$ cat config.mk
export PLATFORM = sky130hd
export DESIGN_NAME = point_in_polygon_winding
export DESIGN_NICKNAME = d
export VERILOG_FILES = /design/src/design/pwn_pkg.sv /design/src/design/pwn_front.sv /design/src/design/pwn_edge.sv /design/src/design/pwn_accum.sv /design/src/design/point_in_polygon_winding.sv
export SDC_FILE = /design/constraint.sdc
export NUM_CORES = 2
export LEC_CHECK = 0
export BUFFER_PORTS_ARGS = -buffer_cell sky130_fd_sc_hd__buf_2
export CAP_MARGIN = 20
export CORE_AREA = 2 2 546 548
export CTS_CLUSTER_DIAMETER = 50
export DETAILED_ROUTE_END_ITERATION = 6
export DIE_AREA = 0 0 548 550
export PLACE_DENSITY = 0.34
export SYNTH_ARGS = -nofsm -noshare
export SYNTH_HDL_FRONTEND = slang
export SYNTH_SLANG_ARGS = --single-unit
$ cat constraint.sdc
create_clock -name clk -period 26.1 [get_ports clk]
set_input_delay 2.61 -clock clk [delete_from_list [all_inputs] [get_ports clk]]
set_output_delay 2.61 -clock clk [all_outputs]
set_load 0.005 [all_outputs]
$ cat src/design/pwn_pkg.sv
// Shared types and constants for the point-in-polygon winding block.
`timescale 1ns / 1ps

package pwn_pkg;

    // Fixed widths of the interface fields.
    localparam int RAW_W       = 16;
    localparam int CFG_INDEX_W = 2;
    localparam int CFG_DATA_W  = 16;
    localparam int COUNT_W     = 8;
    localparam int WIND_W      = 8;

    // A polygon needs at least this many vertices.
    localparam logic [COUNT_W-1:0] MIN_VERTS = 8'd3;

    // Configuration register indexes.
    localparam logic [CFG_INDEX_W-1:0] REG_PROBE_X   = 2'd0;
    localparam logic [CFG_INDEX_W-1:0] REG_PROBE_Y   = 2'd1;
    localparam logic [CFG_INDEX_W-1:0] REG_FILL_RULE = 2'd2;

    // Result status codes.
    typedef enum logic [1:0] {
        STATUS_OK       = 2'd0,
        STATUS_TOO_FEW  = 2'd1,
        STATUS_TOO_MANY = 2'd2
    } status_t;

    // Contribution of one edge to the winding count: none, plus one or minus one.
    typedef struct packed {
        logic hit;
        logic neg;
    } edge_step_t;

    // Load enables for the two register stages of an edge test.
    typedef struct packed {
        logic load_mul;
        logic load_dec;
    } edge_en_t;

    // Control carried with a vertex beat out of the input stage.
    typedef struct packed {
        logic    has_prev;
        logic    fin;
        status_t status;
    } front_flags_t;

endpackage

$ cat src/design/pwn_front.sv
// Input stage: captures a vertex beat and tracks the first and previous vertex.
`timescale 1ns / 1ps

module pwn_front
    import pwn_pkg::*;
#(
    parameter int COORD_BITS = 16,
    parameter int MAX_VERTS  = 128
)
(
    input  logic                         clk,
    input  logic                         rst_n,
    input  logic                         take,
    input  logic signed [RAW_W-1:0]      vertex_x,
    input  logic signed [RAW_W-1:0]      vertex_y,
    input  logic                         final_vertex,
    input  logic [RAW_W-1:0]             probe_x,
    input  logic [RAW_W-1:0]             probe_y,
    output logic signed [COORD_BITS-1:0] cur_x,
    output logic signed [COORD_BITS-1:0] cur_y,
    output logic signed [COORD_BITS-1:0] prev_x,
    output logic signed [COORD_BITS-1:0] prev_y,
    output logic signed [COORD_BITS-1:0] first_x,
    output logic signed [COORD_BITS-1:0] first_y,
    output logic signed [COORD_BITS-1:0] px,
    output logic signed [COORD_BITS-1:0] py,
    output front_flags_t                 flags
);

    localparam logic [COUNT_W-1:0] MaxVerts  = COUNT_W'(MAX_VERTS);
    localparam logic [COUNT_W-1:0] CountFull = {COUNT_W{1'b1}};

    // Keep the low COORD_BITS of a zero-extended 16-bit value; the top kept bit
    // is the sign, so widths above 16 read the field as unsigned.
    function automatic logic signed [COORD_BITS-1:0] to_coord(input logic [RAW_W-1:0] raw);
        logic [31:0] ext;
        ext = {16'b0, raw};
        return ext[COORD_BITS-1:0];
    endfunction

    logic signed [COORD_BITS-1:0] vx;
    logic signed [COORD_BITS-1:0] vy;
    logic signed [COORD_BITS-1:0] first_x_reg, first_y_reg;
    logic signed [COORD_BITS-1:0] last_x_reg, last_y_reg;
    logic [COUNT_W-1:0]           count_reg;
    logic [COUNT_W-1:0]           count_next;
    logic signed [COORD_BITS-1:0] cur_x_reg, cur_y_reg;
    logic signed [COORD_BITS-1:0] prev_x_reg, prev_y_reg;
    logic signed [COORD_BITS-1:0] first_out_x_reg, first_out_y_reg;
    front_flags_t                 flags_reg;
    front_flags_t                 flags_next;

    assign vx = to_coord(vertex_x);
    assign vy = to_coord(vertex_y);
    assign px = to_coord(probe_x);
    assign py = to_coord(probe_y);

    // Vertex count saturates and decides the status of a closing beat.
    always_comb
    begin
        count_next = (count_reg == CountFull) ? count_reg : count_reg + 1'b1;
        flags_next.has_prev = (count_reg != '0);
        flags_next.fin      = final_vertex;
        if (count_next > MaxVerts)
        begin
            flags_next.status = STATUS_TOO_MANY;
        end
        else if (count_next < MIN_VERTS)
        begin
            flags_next.status = STATUS_TOO_FEW;
        end
        else
        begin
            flags_next.status = STATUS_OK;
        end
    end

    // Polygon tracking state.
    always_ff @(posedge clk or negedge rst_n)
    begin
        if (!rst_n)
        begin
            count_reg   <= '0;
            first_x_reg <= '0;
            first_y_reg <= '0;
            last_x_reg  <= '0;
            last_y_reg  <= '0;
        end
        else if (take)
        begin
            count_reg  <= final_vertex ? '0 : count_next;
            last_x_reg <= vx;
            last_y_reg <= vy;
            if (count_reg == '0)
            begin
                first_x_reg <= vx;
                first_y_reg <= vy;
            end
        end
    end

    // Stage register handed to the edge tests.
    always_ff @(posedge clk)
    begin
        if (take)
        begin
            cur_x_reg       <= vx;
            cur_y_reg       <= vy;
            prev_x_reg      <= last_x_reg;
            prev_y_reg      <= last_y_reg;
            first_out_x_reg <= (count_reg == '0) ? vx : first_x_reg;
            first_out_y_reg <= (count_reg == '0) ? vy : first_y_reg;
            flags_reg       <= flags_next;
        end
    end

    assign cur_x   = cur_x_reg;
    assign cur_y   = cur_y_reg;
    assign prev_x  = prev_x_reg;
    assign prev_y  = prev_y_reg;
    assign first_x = first_out_x_reg;
    assign first_y = first_out_y_reg;
    assign flags   = flags_reg;

endmodule

$ cat src/design/pwn_edge.sv
// One edge crossing test: products in one stage, cross product sign in the next.
`timescale 1ns / 1ps

module pwn_edge
    import pwn_pkg::*;
#(
    parameter int COORD_BITS = 16
)
(
    input  logic                         clk,
    input  logic                         rst_n,
    input  edge_en_t                     ctl,
    input  logic                         en,
    input  logic signed [COORD_BITS-1:0] a_x,
    input  logic signed [COORD_BITS-1:0] a_y,
    input  logic signed [COORD_BITS-1:0] b_x,
    input  logic signed [COORD_BITS-1:0] b_y,
    input  logic signed [COORD_BITS-1:0] px,
    input  logic signed [COORD_BITS-1:0] py,
    output edge_step_t                   step
);

    localparam int DiffW  = COORD_BITS + 1;
    localparam int ProdW  = 2 * DiffW;
    localparam int CrossW = ProdW + 1;

    logic signed [DiffW-1:0]  dax, day, dbx, dby;
    logic signed [ProdW-1:0]  prod_a, prod_b;
    logic signed [ProdW-1:0]  prod_a_reg, prod_b_reg;
    logic                     counts_reg, upper_reg, xa_reg, xb_reg;
    logic signed [CrossW-1:0] cross_sum;
    edge_step_t               step_next;
    edge_step_t               step_reg;

    // Offsets from the probe and along the edge, then the two products.
    always_comb
    begin
        dax    = DiffW'(a_x) - DiffW'(px);
        day    = DiffW'(a_y) - DiffW'(py);
        dbx    = DiffW'(b_x) - DiffW'(a_x);
        dby    = DiffW'(b_y) - DiffW'(a_y);
        prod_a = ProdW'(dax) * ProdW'(dby);
        prod_b = ProdW'(day) * ProdW'(dbx);
    end

    always_ff @(posedge clk)
    begin
        if (ctl.load_mul)
        begin
            prod_a_reg <= prod_a;
            prod_b_reg <= prod_b;
            counts_reg <= en && ((a_y >= py) != (b_y >= py));
            upper_reg  <= (a_y >= py);
            xa_reg     <= (a_x >= px);
            xb_reg     <= (b_x >= px);
        end
    end

    // A downward edge (upper start) counts minus one, an upward edge plus one.
    always_comb
    begin
        cross_sum     = CrossW'(prod_a_reg) - CrossW'(prod_b_reg);
        step_next.neg = upper_reg;
        step_next.hit = 1'b0;
        if (counts_reg)
        begin
            if (xa_reg == xb_reg)
            begin
                step_next.hit = xa_reg;
            end
            else if (!upper_reg)
            begin
                step_next.hit = !cross_sum[CrossW-1];
            end
            else
            begin
                step_next.hit = cross_sum[CrossW-1] || (cross_sum == '0);
            end
        end
    end

    always_ff @(posedge clk or negedge rst_n)
    begin
        if (!rst_n)
        begin
            step_reg <= '0;
        end
        else if (ctl.load_dec)
        begin
            step_reg <= step_next;
        end
    end

    assign step = step_reg;

endmodule

$ cat src/design/pwn_accum.sv
// Saturating winding accumulator and result register.
`timescale 1ns / 1ps

module pwn_accum
    import pwn_pkg::*;
(
    input  logic                     clk,
    input  logic                     rst_n,
    input  logic                     take,
    input  logic                     fin,
    input  status_t                  st,
    input  edge_step_t               d_open,
    input  edge_step_t               d_close,
    input  logic                     fill_rule,
    input  logic                     out_stall,
    output logic                     ready,
    output logic                     out_valid,
    output logic signed [WIND_W-1:0] winding,
    output logic                     inside_res,
    output logic [1:0]               status
);

    localparam logic signed [WIND_W-1:0] WindMax = {1'b0, {(WIND_W-1){1'b1}}};
    localparam logic signed [WIND_W-1:0] WindMin = {1'b1, {(WIND_W-1){1'b0}}};

    // Add one edge step, holding at the ends of the range.
    function automatic logic signed [WIND_W-1:0] sat_step(input logic signed [WIND_W-1:0] s,
                                                          input edge_step_t d);
        if (!d.hit)
        begin
            return s;
        end
        else if (d.neg)
        begin
            return (s == WindMin) ? s : s - 1'b1;
        end
        return (s == WindMax) ? s : s + 1'b1;
    endfunction

    logic signed [WIND_W-1:0] sum_reg;
    logic signed [WIND_W-1:0] sum_open, sum_next;
    logic                     out_valid_reg;
    logic signed [WIND_W-1:0] winding_reg;
    logic                     inside_reg;
    status_t                  status_reg;

    always_comb
    begin
        sum_open = sat_step(sum_reg, d_open);
        sum_next = sat_step(sum_open, d_close);
    end

    assign ready = !out_valid_reg || !out_stall;

    // Running sum and output valid.
    always_ff @(posedge clk or negedge rst_n)
    begin
        if (!rst_n)
        begin
            sum_reg       <= '0;
            out_valid_reg <= 1'b0;
        end
        else
        begin
            if (take)
            begin
                sum_reg <= fin ? '0 : sum_next;
            end
            if (take && fin)
            begin
                out_valid_reg <= 1'b1;
            end
            else if (!out_stall)
            begin
                out_valid_reg <= 1'b0;
            end
        end
    end

    // Result payload; a bad status reports no winding.
    always_ff @(posedge clk)
    begin
        if (take && fin)
        begin
            status_reg <= st;
            if (st == STATUS_OK)
            begin
                winding_reg <= sum_next;
                inside_reg  <= fill_rule ? (sum_next != '0) : sum_next[0];
            end
            else
            begin
                winding_reg <= '0;
                inside_reg  <= 1'b0;
            end
        end
    end

    assign out_valid  = out_valid_reg;
    assign winding    = winding_reg;
    assign inside_res = inside_reg;
    assign status     = status_reg;

endmodule

$ cat src/design/point_in_polygon_winding.sv
// Top level of the winding-number point-in-polygon tester.
`timescale 1ns / 1ps

// Polygon vertices arrive one beat at a time, the last one flagged by final_vertex,
// and the probe point and fill rule come from the configuration port. The block takes
// one vertex every cycle while in_stall is low. A polygon's result passes through the
// input register, loaded at the accepting edge, then the multiply stage and the cross
// product sign stage of both edge tests (the open edge from the previous vertex and
// the closing edge back to the first), and the saturating accumulator that loads the
// result register. Only a final vertex waits for room in the result register; while it
// waits at the last edge stage, the two vertices behind it fill the stages in front and
// the input then stalls. Status reports too few vertices (under three) or more than
// MAX_VERTS vertices, with winding and inside forced to zero. There is no start-up
// clearing: the block is ready straight after reset.
module point_in_polygon_winding
    import pwn_pkg::*;
#(
    parameter int MAX_VERTS  = 128,
    parameter int COORD_BITS = 16
)
(
    input  logic                     clk,
    input  logic                     rst_n,
    input  logic                     in_valid,
    output logic                     in_stall,
    input  logic signed [RAW_W-1:0]  vertex_x,
    input  logic signed [RAW_W-1:0]  vertex_y,
    input  logic                     final_vertex,
    output logic                     out_valid,
    input  logic                     out_stall,
    output logic signed [WIND_W-1:0] winding,
    output logic                     inside_res,
    output logic [1:0]               status,
    input  logic                     cfg_we,
    input  logic [CFG_INDEX_W-1:0]   cfg_index,
    input  logic [CFG_DATA_W-1:0]    cfg_data
);

    logic [RAW_W-1:0] probe_x_reg, probe_y_reg;
    logic             fill_rule_reg;

    logic signed [COORD_BITS-1:0] cur_x, cur_y, prev_x, prev_y, first_x, first_y, px, py;
    front_flags_t                 flags;

    logic       v1_reg, v2_reg, v3_reg;
    logic       fin2_reg, fin3_reg;
    status_t    st2_reg, st3_reg;
    logic       take1, adv12, adv23, take3;
    logic       ready4;
    edge_en_t   edge_ctl;
    edge_step_t d_open, d_close;

    // Configuration registers.
    always_ff @(posedge clk or negedge rst_n)
    begin
        if (!rst_n)
        begin
            probe_x_reg   <= '0;
            probe_y_reg   <= '0;
            fill_rule_reg <= 1'b0;
        end
        else if (cfg_we)
        begin
            unique case (cfg_index)
                REG_PROBE_X:   probe_x_reg   <= cfg_data[RAW_W-1:0];
                REG_PROBE_Y:   probe_y_reg   <= cfg_data[RAW_W-1:0];
                REG_FILL_RULE: fill_rule_reg <= cfg_data[0];
                default:       ;
            endcase
        end
    end

    // Pipeline flow: only a final beat needs room in the result register.
    always_comb
    begin
        take3    = v3_reg && (!fin3_reg || ready4);
        adv23    = v2_reg && (!v3_reg || take3);
        adv12    = v1_reg && (!v2_reg || adv23);
        in_stall = v1_reg && !adv12;
        take1    = in_valid && !in_stall;
        edge_ctl.load_mul = adv12;
        edge_ctl.load_dec = adv23;
    end

    always_ff @(posedge clk or negedge rst_n)
    begin
        if (!rst_n)
        begin
            v1_reg <= 1'b0;
            v2_reg <= 1'b0;
            v3_reg <= 1'b0;
        end
        else
        begin
            v1_reg <= take1 || (v1_reg && !adv12);
            v2_reg <= adv12 || (v2_reg && !adv23);
            v3_reg <= adv23 || (v3_reg && !take3);
        end
    end

    // Beat control travelling alongside the edge tests.
    always_ff @(posedge clk)
    begin
        if (adv12)
        begin
            fin2_reg <= flags.fin;
            st2_reg  <= flags.status;
        end
        if (adv23)
        begin
            fin3_reg <= fin2_reg;
            st3_reg  <= st2_reg;
        end
    end

    pwn_front #(
        .COORD_BITS (COORD_BITS),
        .MAX_VERTS  (MAX_VERTS)
    ) u_front (
        .clk          (clk),
        .rst_n        (rst_n),
        .take         (take1),
        .vertex_x     (vertex_x),
        .vertex_y     (vertex_y),
        .final_vertex (final_vertex),
        .probe_x      (probe_x_reg),
        .probe_y      (probe_y_reg),
        .cur_x        (cur_x),
        .cur_y        (cur_y),
        .prev_x       (prev_x),
        .prev_y       (prev_y),
        .first_x      (first_x),
        .first_y      (first_y),
        .px           (px),
        .py           (py),
        .flags        (flags)
    );

    // Edge from the previous vertex to this one.
    pwn_edge #(
        .COORD_BITS (COORD_BITS)
    ) u_edge_open (
        .clk   (clk),
        .rst_n (rst_n),
        .ctl   (edge_ctl),
        .en    (flags.has_prev),
        .a_x   (prev_x),
        .a_y   (prev_y),
        .b_x   (cur_x),
        .b_y   (cur_y),
        .px    (px),
        .py    (py),
        .step  (d_open)
    );

    // Closing edge from the final vertex back to the first.
    pwn_edge #(
        .COORD_BITS (COORD_BITS)
    ) u_edge_close (
        .clk   (clk),
        .rst_n (rst_n),
        .ctl   (edge_ctl),
        .en    (flags.fin),
        .a_x   (cur_x),
        .a_y   (cur_y),
        .b_x   (first_x),
        .b_y   (first_y),
        .px    (px),
        .py    (py),
        .step  (d_close)
    );

    pwn_accum u_accum (
        .clk        (clk),
        .rst_n      (rst_n),
        .take       (take3),
        .fin        (fin3_reg),
        .st         (st3_reg),
        .d_open     (d_open),
        .d_close    (d_close),
        .fill_rule  (fill_rule_reg),
        .out_stall  (out_stall),
        .ready      (ready4),
        .out_valid  (out_valid),
        .winding    (winding),
        .inside_res (inside_res),
        .status     (status)
    );

`ifndef SYNTH
    // An empty result register never holds back the input.
    assert property (@(posedge clk) disable iff (!rst_n) !out_valid |-> !in_stall)
        else $error("input stalled while the result register is empty");

    // A result appears only when a final beat leaves the last edge stage.
    assert property (@(posedge clk) disable iff (!rst_n)
        $rose(out_valid) |-> $past(take3 && fin3_reg))
        else $error("result beat without a final vertex behind it");

    // A failed polygon reports neither winding nor inside.
    assert property (@(posedge clk) disable iff (!rst_n)
        out_valid && (status != STATUS_OK) |-> (winding == '0) && !inside_res)
        else $error("bad status with a non-zero result");
`endif

endmodule

== Word-level counts from Yosys, hierarchy flattened ==
Index checks and enable logic that the tools add are counted.
Word-level totals
  bits in registers: 381
  input bits: 56
  word-level logic and storage cells: 152
Cells by class
  add/subtract/negate cells: 15
  $mul: 4
  magnitude comparators: 8
  equality and inequality tests: 12
  multiplexer cells: 29
  reduce and logical (&&, ||, !) cells: 40
Operator list (number)
  multiplier 17 x 17 -> 34 bit: 4
  subtractor 16 x 16 -> 17 bit: 8
  2-to-1 mux 8 bit: 13
  >= comparator 16 bit: 6
  logical NOT 35 bit: 2
  subtractor 34 x 34 -> 35 bit: 2
  equality test 8 bit, second input constant: 5
  2-to-1 mux 16 bit: 2
  adder 8 x 1 -> 8 bit, second input constant: 3
  nonzero test 8 bit: 2
  subtractor 8 x 1 -> 8 bit, second input constant: 2
  2-to-1 mux 1 bit: 14
  logical NOT 1 bit: 11
  logical AND 1 bit: 10
  logical OR 1 bit: 9
  > comparator 8 bit, second input constant: 1
  logical NOT 8 bit: 1
  less-than comparator 8 x 2 -> 1 bit, second input constant: 1
  AND reduction 2 bit: 3
  logical NOT 2 bit: 2
  equality test 1 bit: 2
  equality test 2 x 1 -> 1 bit, second input constant: 1
  equality test 2 bit, second input constant: 1
  != test 1 bit: 2
  != test 2 x 1 -> 1 bit, second input constant: 1

== Logic depth before layout (Yosys ltp) ==
  depth in word-level cells: 13
  depth in mapped cells: 39
  mapped depth without buffers: 38

== Cells and area by module ==
From an unflattened synthesis, not the netlist that was laid out.
Second synthesis, totals
  cells, all modules: 7488
  area, all modules: 69842.0 um^2
By module, submodules not included
  pwn_edge (u_edge_open): instances 1, cells an instance 3430, area each 30015.0 um^2, seq. area each 2212.1 um^2
  pwn_edge (u_edge_close): instances 1, cells an instance 3379, area each 29640.9 um^2, seq. area each 2212.1 um^2
  pwn_front: instances 1, cells an instance 381, area each 6767.7 um^2, seq. area each 4804.6 um^2
  pwn_accum: instances 1, cells an instance 206, area each 1836.8 um^2, seq. area each 555.5 um^2
  point_in_polygon_winding: instances 1, cells an instance 92, area each 1581.5 um^2, seq. area each 1081.0 um^2

== Least setup slack after synthesis ==
No wires, ideal clock.
  path kind: reg-to-reg
  start: reg u_front.prev_y_reg[0] (netlist: u_front.prev_y[0])
  end: reg u_edge_open.prod_b_reg[33], data pin
  library setup time: 0.260 ns
  data arrival time: 8.808 ns
  setup slack: 17.032 ns
  cell stages (with the launch flop): 40
  path buffers: 1
  period minus slack after synthesis: 9.068 ns
  path through: edfxtp_1 -> inv_1 -> ha_1 -> inv_1 -> fa_1 -> a21o_1 -> a21oi_1 -> o21bai_1 -> a21oi_1 -> o21bai_1 -> a21oi_1 -> o21ai_0 -> a21o_1 -> a21o_1 -> xor2_1 -> clkbuf_1 -> nand2_1 -> fa_1 -> [4 not listed] -> inv_1 -> fa_1 -> fa_1 -> inv_1 -> fa_1 -> inv_1 -> ha_1 -> and4_1 -> nand3_1 -> o21bai_1 -> o211ai_1 -> o41ai_1 -> o22ai_1 -> o41ai_1 -> o21ai_0 -> o21a_1 -> nor2_1 -> xnor2_1
Between the ends
  cells in the longest elaborated chain, start to end: 2
RTL lines
  from (decl): line pwn_front.sv:48  | logic signed [COORD_BITS-1:0] prev_x_reg, prev_y_reg;
  from (signal assigned): line pwn_front.sv:110  | prev_y_reg <= last_y_reg;
  subtractor 16 x 16 -> 17 bit: line pwn_edge.sv:39  | day = DiffW'(a_y) - DiffW'(py);
  multiplier 17 x 17 -> 34 bit: line pwn_edge.sv:43  | prod_b = ProdW'(day) * ProdW'(dbx);
  net u_edge_open.prod_b[33]: line pwn_edge.sv:28  | logic signed [ProdW-1:0] prod_a, prod_b;
  to (signal assigned): line pwn_edge.sv:51  | prod_b_reg <= prod_b;
  to (decl): line pwn_edge.sv:29  | logic signed [ProdW-1:0] prod_a_reg, prod_b_reg;
The timed path passes the listed nets, and every way through them passes these cells.
A chain may end at the register's enable or synchronous reset.

== Final worst setup path ==
Ends and elaborated chain as after synthesis.

==> reports/results.txt <==
final design instance area without fill - 76200 um2
peak clock frequency supported by timing - 97.0 MHz
final wirelength - 236000 um
net count reported at finish - 9247
clock tree buffer depth - 3
area added between synthesis and finish - 12.4%
count of max-cap constraint violations - 0
routability-driven placement congestion ratio - 0.833
cell depth of the worst setup path - 37
setup violation total in the final timing report - 0
Detail Route Antenna Nets - 0
class of the worst hold path - reg2reg
cell depth of the worst hold path - 0
most used cells in the layout excluding fill and tap cells - sky130_fd_sc_hd__inv_1 (1496), sky130_fd_sc_hd__fa_1 (1194), sky130_fd_sc_hd__nand2_1 (924)
routed vias - 49500
area of the die - 301000 um2
met3 track demand over resource in global routing - 1.36%
GR Util met2 - 27.4%
sum of net half-perimeters after detailed placement - 198000 um
most common cell type on the critical path - sky130_fd_sc_hd__fa_1
Slowest Stage Delay on Critical Path - 0.55 ns
warnings from Yosys - 0
largest net degree at the start of global routing - 94
most frequent standard cell in the layout excluding fill and tap cells - sky130_fd_sc_hd__inv_1
number of clock buffers inserted by TritonCTS - 71
Fill cells - 31700
port buffer count - 68
worst path arrival time - 10.74 ns
initial cell density of the core - 22.9%
hold buffers post-CTS - 0
Detailed Routing Iterations Pass 1 - 5
Root Buffer Master - sky130_fd_sc_hd__clkbuf_16
depth of the most critical reg-to-reg path - 37
fraction of layout instances using a drive strength above 1 - 6.69%
Global Route Usage Sum - 16.0%
drt drc - 0
DR WL/cell - 20.7 um
Tightest Pin Transition - 1.14 ns
max-slew violations - 0
Yosys reg bits - 381
highest-utilization routing layer at the global route stage - met2
die height - 550 um
dominant register cell in the synthesized netlist - sky130_fd_sc_hd__edfxtp_1
Synth Instances - 7327
combined buffer and inverter count along the critical path - 6
Syn Std Cell Area - 67800 um2
count of flip-flops with a built-in enable after synthesis - 260
number of placed I/O pins - 69
Max-Slew Margin vs Limit - 23.7%
Starting DRT DRC Count - 2672
result of the run - complete, no violations
synth unique cells - 95
slowest cell on the critical path - sky130_fd_sc_hd__fa_1
net count after synthesis - 9157
sink count of the clock tree - 381
CP Launch Type - flip-flop
dominant delay contributor by cell family on the critical path - compound AO/OA/AOI/OAI gates
via/cell ratio - 4.33
crit path kind - reg2reg
Min Clock Period, post-route - 10.31 ns
Async SR Flop Fraction - 31.8%
Site Rows - 200
horizontal extent of the die - 548 um
first-pass GRT wire length - 360000 um
skew final - 0.0612 ns
Worst setup EP type - flip-flop
Final period util - 39.5%
Avg Synthesized Cell Area - 9.25 um2
Total Negative Setup Slacks - 0 ns
CTS tree - yes
Critical Path Fanout Max - 6
Final Hold Fails - 0
met1 Usage GRT - 21.5%
setup repair after global routing missed its margin - no
Post-CTS Repair Setup Buffers - 0
# H-tree levels - 3
core outline area - 296000 um2
initial antenna violation count - 26
proportion of synthesized chip area in sequential cells - 16.0%
clock edge transition at the registers on the reported setup and hold paths - 0.05 ns
via count of the first global-routing pass - 53700
Placement Cell Area - 73700 um2
remaining global-route overflow - 0
critical path required time - 26.53 ns
clock latency on the worst-skew pair - 0.72 ns
CTS resizes - 0
-- logic make-up after synthesis --
logic type / synth area share (%)
compound gates: 8.67
xor+xnor: 4.14
fa+ha+maj: 46.0
buf+inv: 9.42
flops: 16.0
mux: 1.18
simple gates: 14.7
-- metrics by stage --
step                hold WS [ns]  instances  util [%]  setup slack, ns
global route               0.440      11400      25.8            15.10
finish                     0.419      11400      25.8            15.79
CTS                        0.423      11400      25.8            15.64
global placement           0.410      11300      24.9            15.66
detailed placement         0.410      11300      24.9            15.70
floorplan                  0.400       7327         -            17.03
-- path summary, 6_finish.rpt --
path	slack, ns	startpoint	end
max	15.79	u_front.prev_y[0]$_DFFE_PP_	u_edge_open.prod_b_reg[33]$_DFFE_PP_
min	0.42	fin2_reg$_DFFE_PP_	fin3_reg$_DFFE_PP_
max reg2reg	15.79	u_front.prev_y[0]$_DFFE_PP_	u_edge_open.prod_b_reg[33]$_DFFE_PP_
min reg2reg	0.42	fin2_reg$_DFFE_PP_	fin3_reg$_DFFE_PP_
max in group asynchronous	22.46	rst_n	u_front.last_x_reg[2]$_DFFE_PN0P_
min in group asynchronous	1.86	rst_n	u_front.last_y_reg[13]$_DFFE_PN0P_
-- per-layer routing --
metal,routed length [um],vias to the layer above,part of all wire [%]
met5,34,-,0.014
met4,6400,6,2.7
met3,6250,222,2.6
met2,114000,782,48
met1,109000,25200,46
li1,-,23200,-
-- layout make-up --
cell class,instances,area (um2),share of cell area [%]
Inverter,1498,5630,7.39
Timing Repair Buffer,217,1490,1.95
Clock inverter,52,633,0.831
Sequential cell,381,10800,14.2
Clock buffer,80,1860,2.44
Antenna cell,3,7.51,0.00985
Tap cell,3939,4930,6.47
Multi-Input combinational cell,5248,50800,66.7
-- Yosys cell counts (77+ instances only) --
library cell / number / area [um2]
sky130_fd_sc_hd__o21ai_0: 158 / 791
sky130_fd_sc_hd__ha_1: 580 / 7260
sky130_fd_sc_hd__and2_1: 102 / 638
sky130_fd_sc_hd__nand2b_1: 94 / 588
sky130_fd_sc_hd__fa_1: 1194 / 23900
sky130_fd_sc_hd__nand3_1: 88 / 440
sky130_fd_sc_hd__nor3_1: 77 / 385
sky130_fd_sc_hd__edfxtp_1: 260 / 7810
sky130_fd_sc_hd__nor2_1: 584 / 2190
sky130_fd_sc_hd__clkbuf_1: 185 / 694
sky130_fd_sc_hd__xnor2_1: 234 / 2050
sky130_fd_sc_hd__a21oi_1: 232 / 1160
sky130_fd_sc_hd__nand2_1: 926 / 3480
sky130_fd_sc_hd__nor2b_1: 140 / 876
sky130_fd_sc_hd__a21o_1: 113 / 848
sky130_fd_sc_hd__xor2_1: 85 / 744
sky130_fd_sc_hd__inv_1: 1496 / 5620
sky130_fd_sc_hd__dfrtp_1: 121 / 3030
Power is not shown: default switching activity piles up to over one toggle a cycle in this logic, so the estimate is an artifact.
